[config.mk]
export PLATFORM = sky130hd
export DESIGN_NAME = nmea_rmc_time_parser_core
export DESIGN_NICKNAME = d
export VERILOG_FILES = /design/src/hw/rtl/nmea_rmc_pkg.sv /design/src/hw/rtl/nmea_rmc_time_parser_core.sv /design/src/hw/rtl/nmea_rmc_hour_adj.sv
export SDC_FILE = /design/constraint.sdc
export NUM_CORES = 1
export LEC_CHECK = 0
export BUFFER_PORTS_ARGS = -buffer_cell sky130_fd_sc_hd__buf_2
export CAP_MARGIN = 25
export CORE_MARGIN = 2
export CORE_UTILIZATION = 60
export DETAILED_ROUTE_END_ITERATION = 6
export GPL_ROUTABILITY_DRIVEN = 1
export PLACE_DENSITY = 0.79
export SETUP_SLACK_MARGIN = 0.02
export SLEW_MARGIN = 20
export SYNTH_ARGS = -nofsm -noshare
export SYNTH_HDL_FRONTEND = slang
export SYNTH_SLANG_ARGS = --single-unit
[constraint.sdc]
create_clock -name aclk -period 7.87 [get_ports aclk]
set_input_delay 0.3935 -clock aclk [delete_from_list [all_inputs] [get_ports aclk]]
set_output_delay 0.3935 -clock aclk [all_outputs]
set_load 0.02 [all_outputs]
[src/hw/rtl/nmea_rmc_pkg.sv]
// Shared constants and types for the NMEA RMC time parser.
package nmea_rmc_pkg;

    // Time field character count saturates here
    localparam int TIME_FIELD_MAX = 16;
    localparam int FIELD_CNT_W    = $clog2(TIME_FIELD_MAX + 1);

    // Digit nibble and hour offset widths
    localparam int DIGIT_W = 4;
    localparam int TZ_W    = 4;

    // Reset value of the timezone offset register
    localparam logic [TZ_W-1:0] TZ_RESET = TZ_W'(4);

    typedef logic [DIGIT_W-1:0] digit_t;

    // Hour digit pair handed to and from the hour adjuster
    typedef struct packed {
        digit_t tens;
        digit_t ones;
    } hour_pair_t;

endpackage

[src/hw/rtl/nmea_rmc_time_parser_core.sv]
// Top level: NMEA $GPRMC time parser with stream input and output.
//
// Takes one received character per beat on the s_ side and emits one beat on
// the m_ side with the local hour and minute digits for every $GPRMC sentence
// whose checksum matches. A character is accepted every cycle while the
// result side keeps up; the parser state steps between the input register
// and the result register, and a result is loaded when it steps on the
// checksum's last character. The user must write timezone_offset (reset 4)
// through cfg_wr_en / cfg_wr_data only while the block is idle; this
// is not enforced. A leading hour zero is shown as 10 (blank) in hour_tens.
module nmea_rmc_time_parser_core (
    input  logic        aclk,
    input  logic        aresetn,
    // Configuration: timezone_offset
    input  logic        cfg_wr_en,
    input  logic [3:0]  cfg_wr_data,
    // Input stream
    input  logic        s_tvalid,
    output logic        s_tready,
    input  logic [7:0]  s_tdata,   // [7:0] rx_byte
    // Result stream
    output logic        m_tvalid,
    input  logic        m_tready,
    output logic [15:0] m_tdata    // [3:0] hour_tens, [7:4] hour_ones,
                                   // [11:8] minute_tens, [15:12] minute_ones
);
    import nmea_rmc_pkg::*;

    // Parser states
    localparam logic [3:0] ST_HUNT  = 4'd0;
    localparam logic [3:0] ST_HDR_G = 4'd1;
    localparam logic [3:0] ST_HDR_P = 4'd2;
    localparam logic [3:0] ST_HDR_R = 4'd3;
    localparam logic [3:0] ST_HDR_M = 4'd4;
    localparam logic [3:0] ST_HDR_C = 4'd5;
    localparam logic [3:0] ST_COMMA = 4'd6;
    localparam logic [3:0] ST_TIME  = 4'd7;
    localparam logic [3:0] ST_BODY  = 4'd8;
    localparam logic [3:0] ST_CK_HI = 4'd9;
    localparam logic [3:0] ST_CK_LO = 4'd10;

    // Characters
    localparam logic [7:0] CH_DOLLAR = 8'h24;
    localparam logic [7:0] CH_STAR   = 8'h2A;
    localparam logic [7:0] CH_COMMA  = 8'h2C;
    localparam logic [7:0] CH_G      = 8'h47;
    localparam logic [7:0] CH_P      = 8'h50;
    localparam logic [7:0] CH_R      = 8'h52;
    localparam logic [7:0] CH_M      = 8'h4D;
    localparam logic [7:0] CH_C      = 8'h43;
    localparam logic [7:0] CH_NINE   = 8'h39;
    localparam logic [7:0] HEX_ALPHA = 8'h37;
    localparam logic [FIELD_CNT_W-1:0] HOUR_MIN_CHARS = FIELD_CNT_W'(7);
    localparam logic [FIELD_CNT_W-1:0] KEPT_DIGITS    = FIELD_CNT_W'(4);
    localparam logic [FIELD_CNT_W-1:0] CNT_MAX        = FIELD_CNT_W'(TIME_FIELD_MAX);

    // Input register
    logic       in_valid_reg;
    logic [7:0] in_byte_reg;
    logic       advance;

    // Parser state
    logic [3:0]             state_reg, state_next;
    logic [FIELD_CNT_W-1:0] cnt_reg, cnt_next;
    logic [7:0]             rxor_reg, rxor_next;
    logic [7:0]             sxor_reg, sxor_next;
    digit_t                 ckhi_reg, ckhi_next;
    digit_t                 dig_reg  [4];
    digit_t                 dig_next [4];
    logic [TZ_W-1:0]        tz_reg;

    // Result register
    logic        m_valid_reg;
    logic [15:0] m_data_reg;
    logic        emit;
    logic [15:0] emit_data;

    hour_pair_t hour_cur;
    hour_pair_t hour_adj;
    logic [7:0] hex_byte;
    digit_t     hex_nib;
    logic [7:0] b;

    // Parser steps when a byte is held and the result slot can take a beat
    assign advance  = in_valid_reg && (!m_valid_reg || m_tready);
    assign s_tready = !in_valid_reg || advance;
    assign m_tvalid = m_valid_reg;
    assign m_tdata  = m_data_reg;

    assign hour_cur.tens = dig_reg[0];
    assign hour_cur.ones = dig_reg[1];

    nmea_rmc_hour_adj u_hour_adj (
        .hour_in  (hour_cur),
        .tz       (tz_reg),
        .hour_out (hour_adj)
    );

    // Checksum hex digit decode
    always_comb begin
        b        = in_byte_reg;
        hex_byte = (b > CH_NINE) ? (b - HEX_ALPHA) : b;
        hex_nib  = hex_byte[DIGIT_W-1:0];
    end

    // Parser next state
    always_comb begin
        state_next = state_reg;
        cnt_next   = cnt_reg;
        sxor_next  = sxor_reg;
        ckhi_next  = ckhi_reg;
        for (int i = 0; i < 4; i++) begin
            dig_next[i] = dig_reg[i];
        end
        emit      = 1'b0;
        emit_data = {dig_reg[3], dig_reg[2], dig_reg[1],
                     (dig_reg[0] == digit_t'(0)) ? digit_t'(10) : dig_reg[0]};
        rxor_next = (b != CH_STAR) ? (rxor_reg ^ b) : rxor_reg;

        case (state_reg)
            ST_HUNT: begin
                state_next = (b == CH_DOLLAR) ? ST_HDR_G : ST_HUNT;
                rxor_next  = 8'd0;
            end
            ST_HDR_G: state_next = (b == CH_G) ? ST_HDR_P : ST_HUNT;
            ST_HDR_P: state_next = (b == CH_P) ? ST_HDR_R : ST_HUNT;
            ST_HDR_R: state_next = (b == CH_R) ? ST_HDR_M : ST_HUNT;
            ST_HDR_M: state_next = (b == CH_M) ? ST_HDR_C : ST_HUNT;
            ST_HDR_C: state_next = (b == CH_C) ? ST_COMMA : ST_HUNT;
            ST_COMMA: begin
                cnt_next   = '0;
                state_next = (b == CH_COMMA) ? ST_TIME : ST_HUNT;
            end
            ST_TIME: begin
                if (b == CH_COMMA) begin
                    // Rewrite the hour only for a full hhmmss.ss style field
                    if (cnt_reg > HOUR_MIN_CHARS) begin
                        dig_next[0] = hour_adj.tens;
                        dig_next[1] = hour_adj.ones;
                    end
                    cnt_next   = '0;
                    state_next = ST_BODY;
                end else if (cnt_reg < CNT_MAX) begin
                    if (cnt_reg < KEPT_DIGITS) begin
                        dig_next[cnt_reg[1:0]] = b[DIGIT_W-1:0];
                    end
                    cnt_next = cnt_reg + FIELD_CNT_W'(1);
                end
            end
            ST_BODY: begin
                if (b == CH_STAR) begin
                    sxor_next  = rxor_reg;
                    state_next = ST_CK_HI;
                end
            end
            ST_CK_HI: begin
                ckhi_next  = hex_nib;
                state_next = ST_CK_LO;
            end
            ST_CK_LO: begin
                emit = ({ckhi_reg, hex_nib} == sxor_reg);
                for (int i = 0; i < 4; i++) begin
                    dig_next[i] = digit_t'(0);
                end
                state_next = ST_HUNT;
            end
            default: state_next = ST_HUNT;
        endcase
    end

    // Input register
    always_ff @(posedge aclk) begin
        if (!aresetn) begin
            in_valid_reg <= 1'b0;
        end else if (s_tready) begin
            in_valid_reg <= s_tvalid;
        end
        if (s_tready && s_tvalid) begin
            in_byte_reg <= s_tdata;
        end
    end

    // Parser state and configuration
    always_ff @(posedge aclk) begin
        if (!aresetn) begin
            state_reg <= ST_HUNT;
            cnt_reg   <= '0;
            rxor_reg  <= 8'd0;
            sxor_reg  <= 8'd0;
            ckhi_reg  <= '0;
            tz_reg    <= TZ_RESET;
            for (int i = 0; i < 4; i++) begin
                dig_reg[i] <= '0;
            end
        end else begin
            if (advance) begin
                state_reg <= state_next;
                cnt_reg   <= cnt_next;
                rxor_reg  <= rxor_next;
                sxor_reg  <= sxor_next;
                ckhi_reg  <= ckhi_next;
                for (int i = 0; i < 4; i++) begin
                    dig_reg[i] <= dig_next[i];
                end
            end
            if (cfg_wr_en) begin
                tz_reg <= cfg_wr_data;
            end
        end
    end

    // Result register
    always_ff @(posedge aclk) begin
        if (!aresetn) begin
            m_valid_reg <= 1'b0;
        end else if (advance) begin
            m_valid_reg <= emit;
        end else if (m_tready) begin
            m_valid_reg <= 1'b0;
        end
        if (advance && emit) begin
            m_data_reg <= emit_data;
        end
    end

endmodule

[src/hw/rtl/nmea_rmc_hour_adj.sv]
// Hour rewrite: 12-hour wrap, timezone subtraction with wrap, back to two digits.
module nmea_rmc_hour_adj (
    input  nmea_rmc_pkg::hour_pair_t       hour_in,
    input  logic [nmea_rmc_pkg::TZ_W-1:0]  tz,
    output nmea_rmc_pkg::hour_pair_t       hour_out
);
    import nmea_rmc_pkg::*;

    // Largest value is 15*10+15, fits in 8 bits
    logic [7:0] h_raw;
    logic [7:0] h_wrap;
    logic [7:0] h_up;
    logic [7:0] h_sub;
    logic [7:0] h_low;
    logic [7:0] tz_ext;

    always_comb begin
        tz_ext = {{(8-TZ_W){1'b0}}, tz};
        h_raw  = 8'({4'd0, hour_in.tens} * 8'd10) + {4'd0, hour_in.ones};
        // Wrap 13..: subtract once
        h_wrap = (h_raw > 8'd12) ? (h_raw - 8'd12) : h_raw;
        // Borrow a half day when the offset would go below one
        h_up   = (h_wrap <= tz_ext) ? (h_wrap + 8'd12) : h_wrap;
        h_sub  = h_up - tz_ext;
        if (h_sub > 8'd9) begin
            hour_out.tens = digit_t'(1);
            h_low         = h_sub - 8'd10;
        end else begin
            hour_out.tens = digit_t'(0);
            h_low         = h_sub;
        end
        hour_out.ones = h_low[DIGIT_W-1:0];
    end

endmodule
# After elaboration in Yosys (flattened, before gate mapping)
# Memory sizes are Yosys's and may differ from the RTL's.
# Index checks and enable logic that the tools add are counted.
# classes
addsub	7
multipliers	1
order_cmp	9
n_eq_ne	23
n_mux	40
n_bitwise	6
n_reduce_logical	18
# op_table
op	n
$mux 8	7
$eq 8x7->1 const B	5
$pmux 4 s10	1
$mux 4	9
$mux 16	2
$pmux 16 s2	1
$eq 8x6->1 const B	3
$bwmux 16	1
$eq 4x3->1 const B	4
$gt 8x4->1 const B	2
$eq 4x4->1 const B	3
$mux 3	4
$mux 5	2
$pmux 5 s2	1
$mux 1	9
$reduce_and 3->1	3
$add 8x4->8	1
$add 8x4->8 const B	1
$demux 4 s2	1
$eq 4x2->1 const B	2
$eq 8x8->1	1
$gt 8x6->1 const B	1
$le 8x4->1	1
$logic_not 4->1	2
other kinds (24)	37
# totals
reg_bits	59
ramBits	16
input_bits	17
elab_cells	116
memories	1
# mem_list
name	depth	width	rd	rd_ports_with_merged_regs	wr	line_no	source
dig_reg	4	4	4	0	4	nmea_rmc_time_parser_core.sv:68	digit_t dig_reg [4];

# Logic depth before layout (Yosys ltp)
# An unclocked memory read counts as a cell.
# logic_depth
word_depth	14
ltp_mapped	24
depth_no_buf	24

# Cells and area by module
# Synthesis repeated with hierarchy kept, for this count alone.
# hier_totals
cells_unflattened	492
area_unflattened_um2	4879.7
# by_module_without_submodules
mod	n_inst	cells_per_inst	area_per_inst_um2	seq_area_each_um2
nmea_rmc_time_parser_core	1	336	3663.5	1901.8
nmea_rmc_hour_adj	1	156	1216.2	0.0

# Worst setup path after synthesis
# Ideal clock, no wire load.
# synth_path
path_kind	reg2reg
start	memory dig_reg[0][3] (netlist name)
end	memory dig_reg[1][2] (netlist name), data pin
setup_ns	0.255
t_arrival_ns	5.757
required_time_ns	7.615
setup_slack_ns	1.859
path_stages_with_launch	24
path_buffers	0
synth_period_minus_slack_ns	6.011
cell_sequence	edfxtp_1 ha_1 ha_1 inv_1 fa_1 inv_1 or3_4 nor3b_1 o21ai_2 mux2i_1 inv_1 ha_1 and4_1 nor3_1 a21oi_1 xnor2_1 ha_1 nand2_1 or4b_2 a32oi_1 o2111ai_1 a2111oi_4 mux2i_1 o21a_1
# synth_rtl
element	line_no
from (decl)	nmea_rmc_time_parser_core.sv:68

==> flow_metrics.py <==
metrics = {
    "status": {
        "status": "completed",
    },
    "clock_network": {
        "cts_tree": "done",
        "postCtsSetupBuffers": 0,
        "ctsLongestPathBuffers": 2,
        "clock_latency_ps": 360,
        "cts_resized": 0,
        "holdBufCountCts": 0,
        "htree_levels": 3,
        "cts.sinks": 75,
        "path_clk_slew_ps": 90,
        "cts_root_buffer": "clkbuf_8",
        "numCtsBuffers": 9,
    },
    "route": {
        "dr.pass1.iters": 5,
        "routed_wl_um": 8800,
        "drt_iter0_drc": 198,
        "drtAntennaViolNets": 0,
        "via_per_inst": 5.76,
        "drc_errors": 0,
        "num_vias": 3353,
        "routedWlPerCell_um": 15.1,
    },
    "synthesis": {
        "synth-edff-count": 40,
        "synth_area_um2": 4430,
        "synth.avg_cell_area_um2": 9.73,
        "synth-async-reset-ratio": 0,
        "synthFlopType": "edfxtp_1",
        "yosysSeqAreaShare": 0.429,
        "ys_ff_latch": 75,
        "syn-num-nets": 500,
        "ys_warn_count": 0,
        "yosysUniqueCellTypes": 57,
        "synthCells": 455,
    },
    "setup_path": {
        "start_kind": "flip-flop",
        "slowest_stage": "or4b_2",
        "cp_common_cell": "ha_1",
        "cp_top_family": "simple AND/OR/NAND/NOR gates",
        "ff2ff_setup_slack_ps": 1230,
        "cp_data_required_time_ps": 7990,
        "cp_cell_sequence": "ha_1, ha_1, inv_1, fa_1, inv_1, or3_4, nor3b_1, o21ai_2, mux2i_1, inv_1, ha_1, and4_1, nor3_1, a21oi_1, xnor2_1, ha_1, nand2_1, or4b_2, a32oi_1, o2111ai_1, a2111oi_4, mux2i_1, o21a_1",
        "setup.worst_path.class": "flip-flop to flip-flop",
        "cp.arrival_ps": 6760,
        "end_kind": "flip-flop",
        "path_buf_inv": 3,
        "max_stage_delay_ps": 640,
        "crit_fanout": 7,
    },
    "die": {
        "initial_core_util": 0.614,
        "core-area_um2": 7210,
        "fp.dieW_um": 89.9,
        "die-area_um2": 8080,
        "io_pins": 35,
        "num_rows": 31,
        "die-height_um": 89.9,
    },
    "run": {
        "cap_violations": 0,
    },
    "place": {
        "hpwl_um": 6400,
        "place.port_buffers": 34,
        "gp_congestion": 0.865,
    },
    "global_routing": {
        "gr-total-overflow": 0,
        "antenna_found_initial": 0,
        "grt_max_degree": 28,
        "grt_pass1_wl_um": 15100,
        "grtUsageTotal": 0.228,
        "grt_pass1_vias": 3305,
    },
    "final_layout": {
        "area_growth_pct": 9.32,
        "layout-drive-gt1-share": 0.124,
        "final_nets": 523,
        "fillCellCount": 584,
        "antennaDiodeCount": 0,
        "fin_util": 0.671,
    },
    "timing": {
        "setup_viol": 0,
        "rsz0062_at_grt": "false",
        "finalHoldViolCount": 0,
        "maxSlewHeadroom": 0.498,
        "maxSlewViolCount": 0,
        "max_slew.worst_pin.slew_ps": 748,
        "fmax_mhz": 151,
        "min_period_ps": 6640,
        "finClkSkew_ps": 12.8,
        "tns_ps": 0,
        "period_share": 0.843,
    },
    "power": {
        "p_per_area_nw_per_um2": 201,
        "power_leakage_nw": 1.92,
        "vdd_drop_max_v": 0.000126,
        "p_total_mw": 0.971,
    },
    "worst_hold_path": {
        "hold_path_class": "input port to flip-flop",
    },
}
==> worst paths after layout <==
kind,start,to,cells after the start
min reg2reg,dig_reg[3][1]$_SDFFCE_PP0P_,m_tdata[13]$_DFFE_PP_,0
min,s_tdata[4],b[4]$_DFFE_PP_,1
max reg2reg,dig_reg[0][3]$_SDFFCE_PP0P_,dig_reg[1][2]$_SDFFCE_PP0P_,23
max,dig_reg[0][3]$_SDFFCE_PP0P_,dig_reg[1][2]$_SDFFCE_PP0P_,23
==> worst register-to-register path: cells and delay by family, from the launching register on <==
kind | cells | cell delay (ps)
mux | 2 | 420
buf+inv | 3 | 280
flops | 1 | 480
simple gates | 6 | 1880
compound gates | 6 | 1410
fa+ha+maj | 5 | 1760
xor+xnor | 1 | 160
==> synth_stat cells, drive strengths merged (3+ instances only) <==
master	n	share of area
nor3	7	0.0079
nor2b	25	0.035
ha	25	0.071
o22ai	3	0.0042
nand2	36	0.031
nor4	4	0.0057
a21oi	17	0.019
a211oi	13	0.023
xor2	15	0.030
nand3	8	0.0090
a21o	3	0.0051
buf	6	0.0054
nor2	43	0.036
or3	4	0.0068
and3	5	0.0071
xnor2	20	0.040
nand4	5	0.0071
nand2b	6	0.0085
o211a	3	0.0068
o21ai	21	0.025
mux2i	28	0.063
nor3b	4	0.0079
dfxtp	35	0.16
and2	6	0.0085
clkbuf	17	0.014
fa	3	0.014
edfxtp	40	0.27
o21a	3	0.0051
inv	23	0.019
==> cell type report <==
class / instances / area [um^2] / share of cell area
Multi-Input combinational cell: 334 / 2360 / 0.487
Sequential cell: 75 / 1900 / 0.393
Tap cell: 99 / 124 / 0.0256
Inverter: 23 / 86.3 / 0.0178
Timing Repair Buffer: 35 / 178 / 0.0367
Clock inverter: 7 / 68.8 / 0.0142
Clock buffer: 9 / 124 / 0.0256
==> routing by layer <==
layer	GRT usage	wire length, um
met3	0.0503	456
met4	0.0897	165
met2	0.384	4370
met5	0	0
met1	0.289	3810
==> cell usage in the layout, fill, tap and decap left out, types with 2 or more instances in the layout <==
cell and count:
clkinvlp_4 2, o41ai_1 2, a21o_1 3, buf_2 34, o21a_1 3, dfxtp_1 35
o22ai_1 3, a21boi_0 2, o21ai_1 3, nand3_1 8, nor3_1 7, inv_1 23
or3_1 3, a31oi_1 2, a211oi_1 12, nand2b_1 6, xnor2_1 20, o211a_1 3
xor2_1 15, a21oi_1 17, ha_1 25, o21bai_1 2, nand2_1 36, o2111ai_1 2
nor3b_1 3, edfxtp_1 40, nor2_1 43, o21ai_0 17, mux2i_1 28, clkbuf_8 9
and3_1 5, nor4_1 3, fa_1 3, nand4_1 5, inv_6 2, o211ai_1 2
and2_1 5, nor2b_1 25
==> logic make-up (layout without fill, tap and decap cells) <==
family	after synthesis	after routing	share of synthesized area
and+or+nand+nor	158	158	0.180
muxes	28	28	0.0633
buffers and inverters	46	74	0.0393
AOI/OAI and AO/OA	85	85	0.135
DFF	75	75	0.429
adders and majority gates	28	28	0.0842
xor gates and xnor gates	35	35	0.0692
==> per-stage QoR <==
step | hold WS (ps) | instance area, um^2 | instances | worst slack [ps]
6_report | 200 | 4840 | 582 | 1230
5_1_grt | 188 | 4840 | 582 | 709
4_1_cts | 188 | 4840 | 582 | 1240
3_5_place_dp | 434 | 4650 | 566 | 1270
3_3_place_gp | 438 | 4650 | 566 | 1560
2_1_floorplan | 426 | 4430 | 455 | 1860
==> power by group <==
group	switching (mW)	leakage, nW	internal (mW)
Sequential	0.0148	0.672	0.423
Clock	0.164	0.0911	0.122
Combinational	0.144	1.15	0.104
No activity file was read; power rests on OpenSTA's default activity.
